$ cat config.mk
export PLATFORM = sky130hd
export DESIGN_NAME = ffha_ctrl
export DESIGN_NICKNAME = d
export VERILOG_FILES = /design/src/hw/rtl/ffha_pkg.sv /design/src/hw/rtl/ffha_ctrl.sv
export SDC_FILE = /design/constraint.sdc
export NUM_CORES = 1
export LEC_CHECK = 0
export BUFFER_PORTS_ARGS = -buffer_cell sky130_fd_sc_hd__buf_2
export CORE_UTILIZATION = 66
export DETAILED_ROUTE_END_ITERATION = 7
export GPL_TIMING_DRIVEN = 0
export HOLD_SLACK_MARGIN = 0.05
export MAX_ROUTING_LAYER = met4
export PLACE_DENSITY = 0.87
export RECOVER_POWER = 100
export SYNTH_ARGS = -nofsm -noshare
export SYNTH_HDL_FRONTEND = slang
export SYNTH_SLANG_ARGS = --single-unit
$ cat constraint.sdc
create_clock -name clk_i -period 10.25 [get_ports clk_i]
set_clock_uncertainty 0.1 [all_clocks]
set_input_delay 1.025 -clock clk_i [delete_from_list [all_inputs] [get_ports clk_i]]
set_output_delay 1.025 -clock clk_i [all_outputs]
set_load 0.05 [all_outputs]
$ cat src/hw/rtl/ffha_pkg.sv
`default_nettype none

package ffha_pkg;

  // Tag words are 16 bits; bit 0 marks the block as allocated.
  localparam int unsigned TagW = 16;
  // Byte positions reach the heap span itself, up to 65536.
  localparam int unsigned PosW = 17;
  // Position plus a full block size.
  localparam int unsigned SumW = 18;

  localparam logic [1:0] STATUS_GRANT   = 2'd0;
  localparam logic [1:0] STATUS_TOO_BIG = 2'd1;
  localparam logic [1:0] STATUS_NO_FIT  = 2'd2;

  typedef enum logic [2:0] {
    ST_INIT_HDR,
    ST_INIT_FTR,
    ST_IDLE,
    ST_WALK,
    ST_WR_FOOT,
    ST_WR_RHDR,
    ST_WR_RFOOT,
    ST_DONE
  } state_e;

endpackage

`default_nettype wire

$ cat src/hw/rtl/ffha_ctrl.sv
`default_nettype none

module ffha_ctrl #(
  parameter int unsigned HeapBytes = 4096,
  parameter int unsigned AddrW     = 11
) (
  input  wire logic                       clk_i,
  input  wire logic                       rst_ni,
  input  wire logic                       in_valid_i,
  output logic                            in_ready_o,
  input  wire logic [15:0]                request_size_i,
  output logic                            out_valid_o,
  input  wire logic                       out_ready_i,
  output logic      [1:0]                 status_o,
  output logic      [15:0]                payload_address_o,
  output logic                            mem_we_o,
  output logic      [AddrW-1:0]           mem_waddr_o,
  output logic      [ffha_pkg::TagW-1:0]  mem_wdata_o,
  output logic      [AddrW-1:0]           mem_raddr_o,
  input  wire logic [ffha_pkg::TagW-1:0]  mem_rdata_i
);
  import ffha_pkg::*;

  localparam int unsigned WordCount = HeapBytes / 2;
  localparam int unsigned HeapSpan  = WordCount * 2;
  localparam logic [TagW-1:0]  InitTag  = TagW'(HeapSpan - 4);
  localparam logic [PosW-1:0]  ReqLimit = PosW'(HeapSpan - 4);
  localparam logic [SumW-1:0]  SpanEnd  = SumW'(HeapSpan);
  localparam logic [AddrW-1:0] LastWord = AddrW'(WordCount - 1);

  state_e state_q, state_d;

  logic [PosW-1:0] pos_q, pos_d;
  logic [TagW-1:0] rounded_q, rounded_d;
  logic [TagW-1:0] payload_q, payload_d;
  logic            split_q, split_d;
  logic [1:0]      res_status_q, res_status_d;
  logic [15:0]     res_addr_q, res_addr_d;
  logic            out_valid_q, out_valid_d;
  logic [1:0]      out_status_q, out_status_d;
  logic [15:0]     out_addr_q, out_addr_d;

  logic [TagW-1:0] tag_payload;
  logic            tag_free;
  logic [SumW-1:0] block_end;
  logic            past_end;
  logic            next_stop;
  logic            fits;
  logic            split_now;
  logic [TagW-1:0] rest;
  logic [SumW-1:0] wsum;
  logic            out_load;

  always_comb begin
    tag_payload = {mem_rdata_i[TagW-1:1], 1'b0};
    tag_free    = ~mem_rdata_i[0];
    block_end   = SumW'(pos_q) + SumW'(tag_payload) + SumW'(4);
    past_end    = block_end > SpanEnd;
    next_stop   = (block_end + SumW'(4)) > SpanEnd;
    fits        = tag_free && (tag_payload >= rounded_q);
    split_now   = SumW'(tag_payload) > (SumW'(rounded_q) + SumW'(4));
    rest        = payload_q - rounded_q - TagW'(4);
  end

  assign out_load = !out_valid_q || out_ready_i;

  always_comb begin
    state_d      = state_q;
    pos_d        = pos_q;
    rounded_d    = rounded_q;
    payload_d    = payload_q;
    split_d      = split_q;
    res_status_d = res_status_q;
    res_addr_d   = res_addr_q;
    out_valid_d  = out_valid_q;
    out_status_d = out_status_q;
    out_addr_d   = out_addr_q;
    in_ready_o   = 1'b0;
    mem_we_o     = 1'b0;
    wsum         = SumW'(pos_q);
    mem_waddr_o  = wsum[AddrW:1];
    mem_wdata_o  = '0;
    mem_raddr_o  = pos_q[AddrW:1];

    if (out_valid_q && out_ready_i) begin
      out_valid_d = 1'b0;
    end

    case (state_q)
      ST_INIT_HDR: begin
        mem_we_o    = 1'b1;
        mem_waddr_o = '0;
        mem_wdata_o = InitTag;
        state_d     = ST_INIT_FTR;
      end
      ST_INIT_FTR: begin
        mem_we_o    = 1'b1;
        mem_waddr_o = LastWord;
        mem_wdata_o = InitTag;
        state_d     = ST_IDLE;
      end
      ST_IDLE: begin
        in_ready_o = 1'b1;
        if (in_valid_i) begin
          rounded_d = TagW'(request_size_i + {15'd0, request_size_i[0]});
          if (PosW'(request_size_i) >= ReqLimit) begin
            res_status_d = STATUS_TOO_BIG;
            res_addr_d   = '0;
            state_d      = ST_DONE;
          end else begin
            pos_d       = '0;
            mem_raddr_o = '0;
            state_d     = ST_WALK;
          end
        end
      end
      ST_WALK: begin
        // Header of the block at pos_q is on the read port.
        if (past_end) begin
          res_status_d = STATUS_NO_FIT;
          res_addr_d   = '0;
          state_d      = ST_DONE;
        end else if (fits) begin
          payload_d    = tag_payload;
          split_d      = split_now;
          mem_we_o     = 1'b1;
          mem_wdata_o  = split_now ? (rounded_q | TagW'(1)) : (tag_payload | TagW'(1));
          res_status_d = STATUS_GRANT;
          res_addr_d   = 16'(pos_q + PosW'(2));
          state_d      = ST_WR_FOOT;
        end else if (next_stop) begin
          res_status_d = STATUS_NO_FIT;
          res_addr_d   = '0;
          state_d      = ST_DONE;
        end else begin
          // Advance to the next header and fetch it.
          pos_d       = PosW'(block_end);
          mem_raddr_o = block_end[AddrW:1];
        end
      end
      ST_WR_FOOT: begin
        mem_we_o    = 1'b1;
        wsum        = SumW'(pos_q) + SumW'(split_q ? rounded_q : payload_q) + SumW'(2);
        mem_waddr_o = wsum[AddrW:1];
        mem_wdata_o = (split_q ? rounded_q : payload_q) | TagW'(1);
        state_d     = split_q ? ST_WR_RHDR : ST_DONE;
      end
      ST_WR_RHDR: begin
        mem_we_o    = 1'b1;
        wsum        = SumW'(pos_q) + SumW'(rounded_q) + SumW'(4);
        mem_waddr_o = wsum[AddrW:1];
        mem_wdata_o = rest;
        state_d     = ST_WR_RFOOT;
      end
      ST_WR_RFOOT: begin
        mem_we_o    = 1'b1;
        wsum        = SumW'(pos_q) + SumW'(payload_q) + SumW'(2);
        mem_waddr_o = wsum[AddrW:1];
        mem_wdata_o = rest;
        state_d     = ST_DONE;
      end
      ST_DONE: begin
        // Hold the result until the output register is free.
        if (out_load) begin
          out_valid_d  = 1'b1;
          out_status_d = res_status_q;
          out_addr_d   = res_addr_q;
          state_d      = ST_IDLE;
        end
      end
      default: begin
        state_d = ST_IDLE;
      end
    endcase
  end

  always_ff @(posedge clk_i or negedge rst_ni) begin
    if (!rst_ni) begin
      state_q     <= ST_INIT_HDR;
      out_valid_q <= 1'b0;
    end else begin
      state_q     <= state_d;
      out_valid_q <= out_valid_d;
    end
  end

  always_ff @(posedge clk_i) begin
    pos_q        <= pos_d;
    rounded_q    <= rounded_d;
    payload_q    <= payload_d;
    split_q      <= split_d;
    res_status_q <= res_status_d;
    res_addr_q   <= res_addr_d;
    out_status_q <= out_status_d;
    out_addr_q   <= out_addr_d;
  end

  assign out_valid_o       = out_valid_q;
  assign status_o          = out_status_q;
  assign payload_address_o = out_addr_q;

endmodule

`default_nettype wire

==> key figures <==
Status
  – Outcome: finished with violations
  – Failing checks: max-capacitance violations, max-slew violations

Setup path
  – CP Class: register to output port
  – Worst reg-to-reg path cell count: 15
  – Max stage delay on crit path: 650 ps
  – Startpoint Class: register
  – R2R Setup Slk: 4490 ps
  – Buffer and inverter count on the worst path: 4
  – CP top delay family: buffers and inverters
  – CP max-delay cell: clkbuf_1
  – CP Capture Type: output port
  – Most used cell, CP: clkbuf_1
  – Critical path, cell by cell: inv_1 -> nor4_1 -> nand4_1 -> nor2_1 -> nand3_1 -> xnor2_1 -> ha_1 -> a2111oi_0 -> o211ai_1 -> o21ai_0 -> a31o_2 -> clkbuf_1 -> clkbuf_1 -> mux2i_1 -> o21ai_0 -> clkbuf_1
  – Worst r2r dst: res_addr_q[5]
  – Crit path DAT: 6110 ps
  – Crit path required time: 9130 ps
  – Peak fanout along the critical path: 10
  – Worst reg2reg startpoint: pos_q[2]

STA
  – Tmin final: 7234 ps
  – Slew @ Worst Pin: 1631 ps
  – Final setup fails: 0
  – Setup slack after layout: 3016 ps
  – Final hold viol count: 0
  – F_max: 0.1382 GHz
  – Relative slew slack: -8.970%
  – Slew Limit Fails: 19
  – RSZ-0062 raised after global routing: false
  – Final Cycle Share: 70.58%
  – Setup tns final: 0 ps

Power
  – Net Sw Frac: 48.59%
  – Leak: 4.342 nW
  – IR drop worst, VDD: 91.76 uV
  – P_int: 865.6 uW
  – Flop pwr share: 30.2%
  – Sw Pwr: 818.0 uW
  – Clock share of power: 20.0%
  – Total Power: 1.684 mW
  – Power per cell area: 168.8 nW/um^2
  – Comb pwr share: 49.8%

Finish
  – Commonest non-fill, non-tap cell in the layout: ha_1
  – Share of cells above drive strength 1: 4.401%
  – Fillers: 1061
  – NumNets Final: 1320
  – Reg area: 2532 sq um
  – Commonest non-fill, non-tap cells in the layout: ha_1, clkbuf_1, inv_1, edfxtp_1, nand2_1
  – Final instance area: 9972 sq um
  – Multi-input logic area: 6032 sq um
  – Post-Layout Cell Count: 1314
  – Layout area overhead: 9.613%

Global route
  – Initial antenna violation count: 2
  – GR peak layer: met2
  – Largest net degree at the start of global routing: 19
  – Met2 Track Usage GR: 61.48%
  – GR Overflow Total: 0
  – Vias in the first global route: 8094
  – M1 GR Usage: 48.41%
  – Global Route Usage Sum: 39.41%
  – First-pass GRT wire length: 41790 microns
  – Routing usage on met3: 7.471%

Routing
  – Total Wirelength: 26840 microns
  – Initial DRC Count: 976
  – Average wire per standard cell: 20.43 microns
  – Via density per instance: 6.442
  – Routed via count: 8465
  – Post-route ant nets: 0
  – DRC Markers: 0
  – Pre-antenna DRT Iters: 5

Min path
  – Hold Path Stages: 0
  – Worst hold path class: register to register
  – Hold path start: res_status_q[0]
  – Worst hold endpoint: status_o[0]

Yosys
  – Seq/Total Area, Yosys: 27.84%
  – Synth area leaders: edfxtp_1, ha_1, xnor2_1
  – Syn_nets: 1213
  – Synth top area share: 26.74%
  – Syn Area/Cell: 8.884 sq um
  – Register bit total from synthesis: 85
  – Synth area leader: edfxtp_1
  – Yosys cell types: 73
  – Synth warn: 0
  – Netlist Area Pre-Place: 9097 sq um
  – Asr flop ratio synth: 4.706%
  – Top FF cell, synth: edfxtp_1
  – Synthesized instance count: 1024
  – Post-synth EDFFs: 81

Clock network
  – Post-CTS setup buffers: 0
  – Total CTS buffers: 9
  – Clock slew at reported path FFs: 70 ps
  – CTS max path bufs: 2
  – Resized Gates After CTS: 0
  – Worst skew pair latency: 360 ps
  – CTS root buf: clkbuf_16
  – Post-CTS Hold Buffers: 0
  – H-tree Lvls: 3
  – CTS tree: built
  – Clk sink count: 85

Die
  – Vert. Die Dim: 119.4 microns
  – Rows: 42
  – Total Die Area: 14260 sq um
  – I/O Pins: 95
  – Initial Util: 68.16%
  – Core area: 13350 sq um
  – Chip width: 119.4 microns

Placement
  – Placer Congestion: 1.020
  – Dpl cell area: 9823 sq um
  – Detailed placement HPWL: 20380 microns
  – Placed cells: 1296
  – Setup WS pre-CTS: 4240 ps
  – Port bufs: 93

Job
  – Max cap viols: 1
[area by class of cell]
| cell class | count | share of cell area (%) |
|---|---|---|
| well taps | 176 | 2.208 |
| diodes | 2 | 0.05019 |
| repair buffers | 96 | 3.864 |
| multi-input cells | 809 | 60.49 |
| clock buffers | 9 | 2.258 |
| clock inverters | 7 | 0.7654 |
| flip-flops and latches | 85 | 25.40 |
| plain buffers | 34 | 1.355 |
| inverters | 96 | 3.614 |
[cells by family after synthesis]
kind of cell	synth area share, %
DFF	27.84
AOI/OAI and AO/OA	17.34
adders and majority gates	21.46
xor gates and xnor gates	8.279
muxes	3.658
and+or+nand+nor	15.72
buffers and inverters	5.666
other	0.04122
[cell usage after synthesis (all sizes together), types with 14 or more instances]
master / n
clkbuf: 22
nand3: 32
ha: 148
a211oi: 14
xor2: 24
mux2i: 31
nor2: 70
inv: 95
xnor2: 62
a21oi: 61
nand4: 14
nor3: 19
edfxtp: 81
a21o: 21
nand2: 78
o21ai: 64
[registers in the layout, indices dropped and copies added, names as in the netlist]
signal	count
pos_q	16
res_status_q	2
out_valid_o	1
status_o	2
rounded_q	15
state_q	3
res_addr_q	15
payload_address_o	15
split_q	1
payload_q	15
[power by group through the flow]
stage	clock network (mW)	registers [mW]	logic [mW]
2_1_floorplan	0	0.598	0.534
3_3_place_gp	0	0.508	0.820
3_5_place_dp	0	0.511	0.845
4_1_cts	0.334	0.505	0.852
5_1_grt	0.346	0.513	0.892
6_report	0.336	0.508	0.839
[per-stage QoR]
| stage | hold WS, ps | util, % |
|---|---|---|
| final | 322.9 | 74.71 |
| after global routing | 327.5 | 74.71 |
| after CTS | 322.4 | 75.85 |
| after detailed placement | 306.5 | 73.59 |
| after global placement | 301.2 | 73.29 |
| after floorplan | 300.3 | - |
[worst max path at each step]
stage | slack (ps) | cells after the start | startpoint | to
finish | 3020 | 16 | rounded_q[6] | mem_wdata_o[10]
global route | 2710 | 16 | rounded_q[4] | mem_wdata_o[10]
global placement | 3180 | 14 | mem_rdata_i[2] | res_status_q[0]
floorplan | 4380 | 13 | mem_rdata_i[2] | res_addr_q[10]
CTS | 3920 | 16 | rounded_q[4] | mem_wdata_o[10]
detailed placement | 4240 | 16 | mem_rdata_i[2] | mem_wdata_o[9]
[metal layers]
metal / share of wire (%) / vias to the layer above
met5: 0 / -
met3: 9.9 / 124
met4: 5.2 / 0
li1: - / 3940
met1: 39 / 3908
met2: 46 / 493
Note: power is estimated with default switching activity, not from simulation.
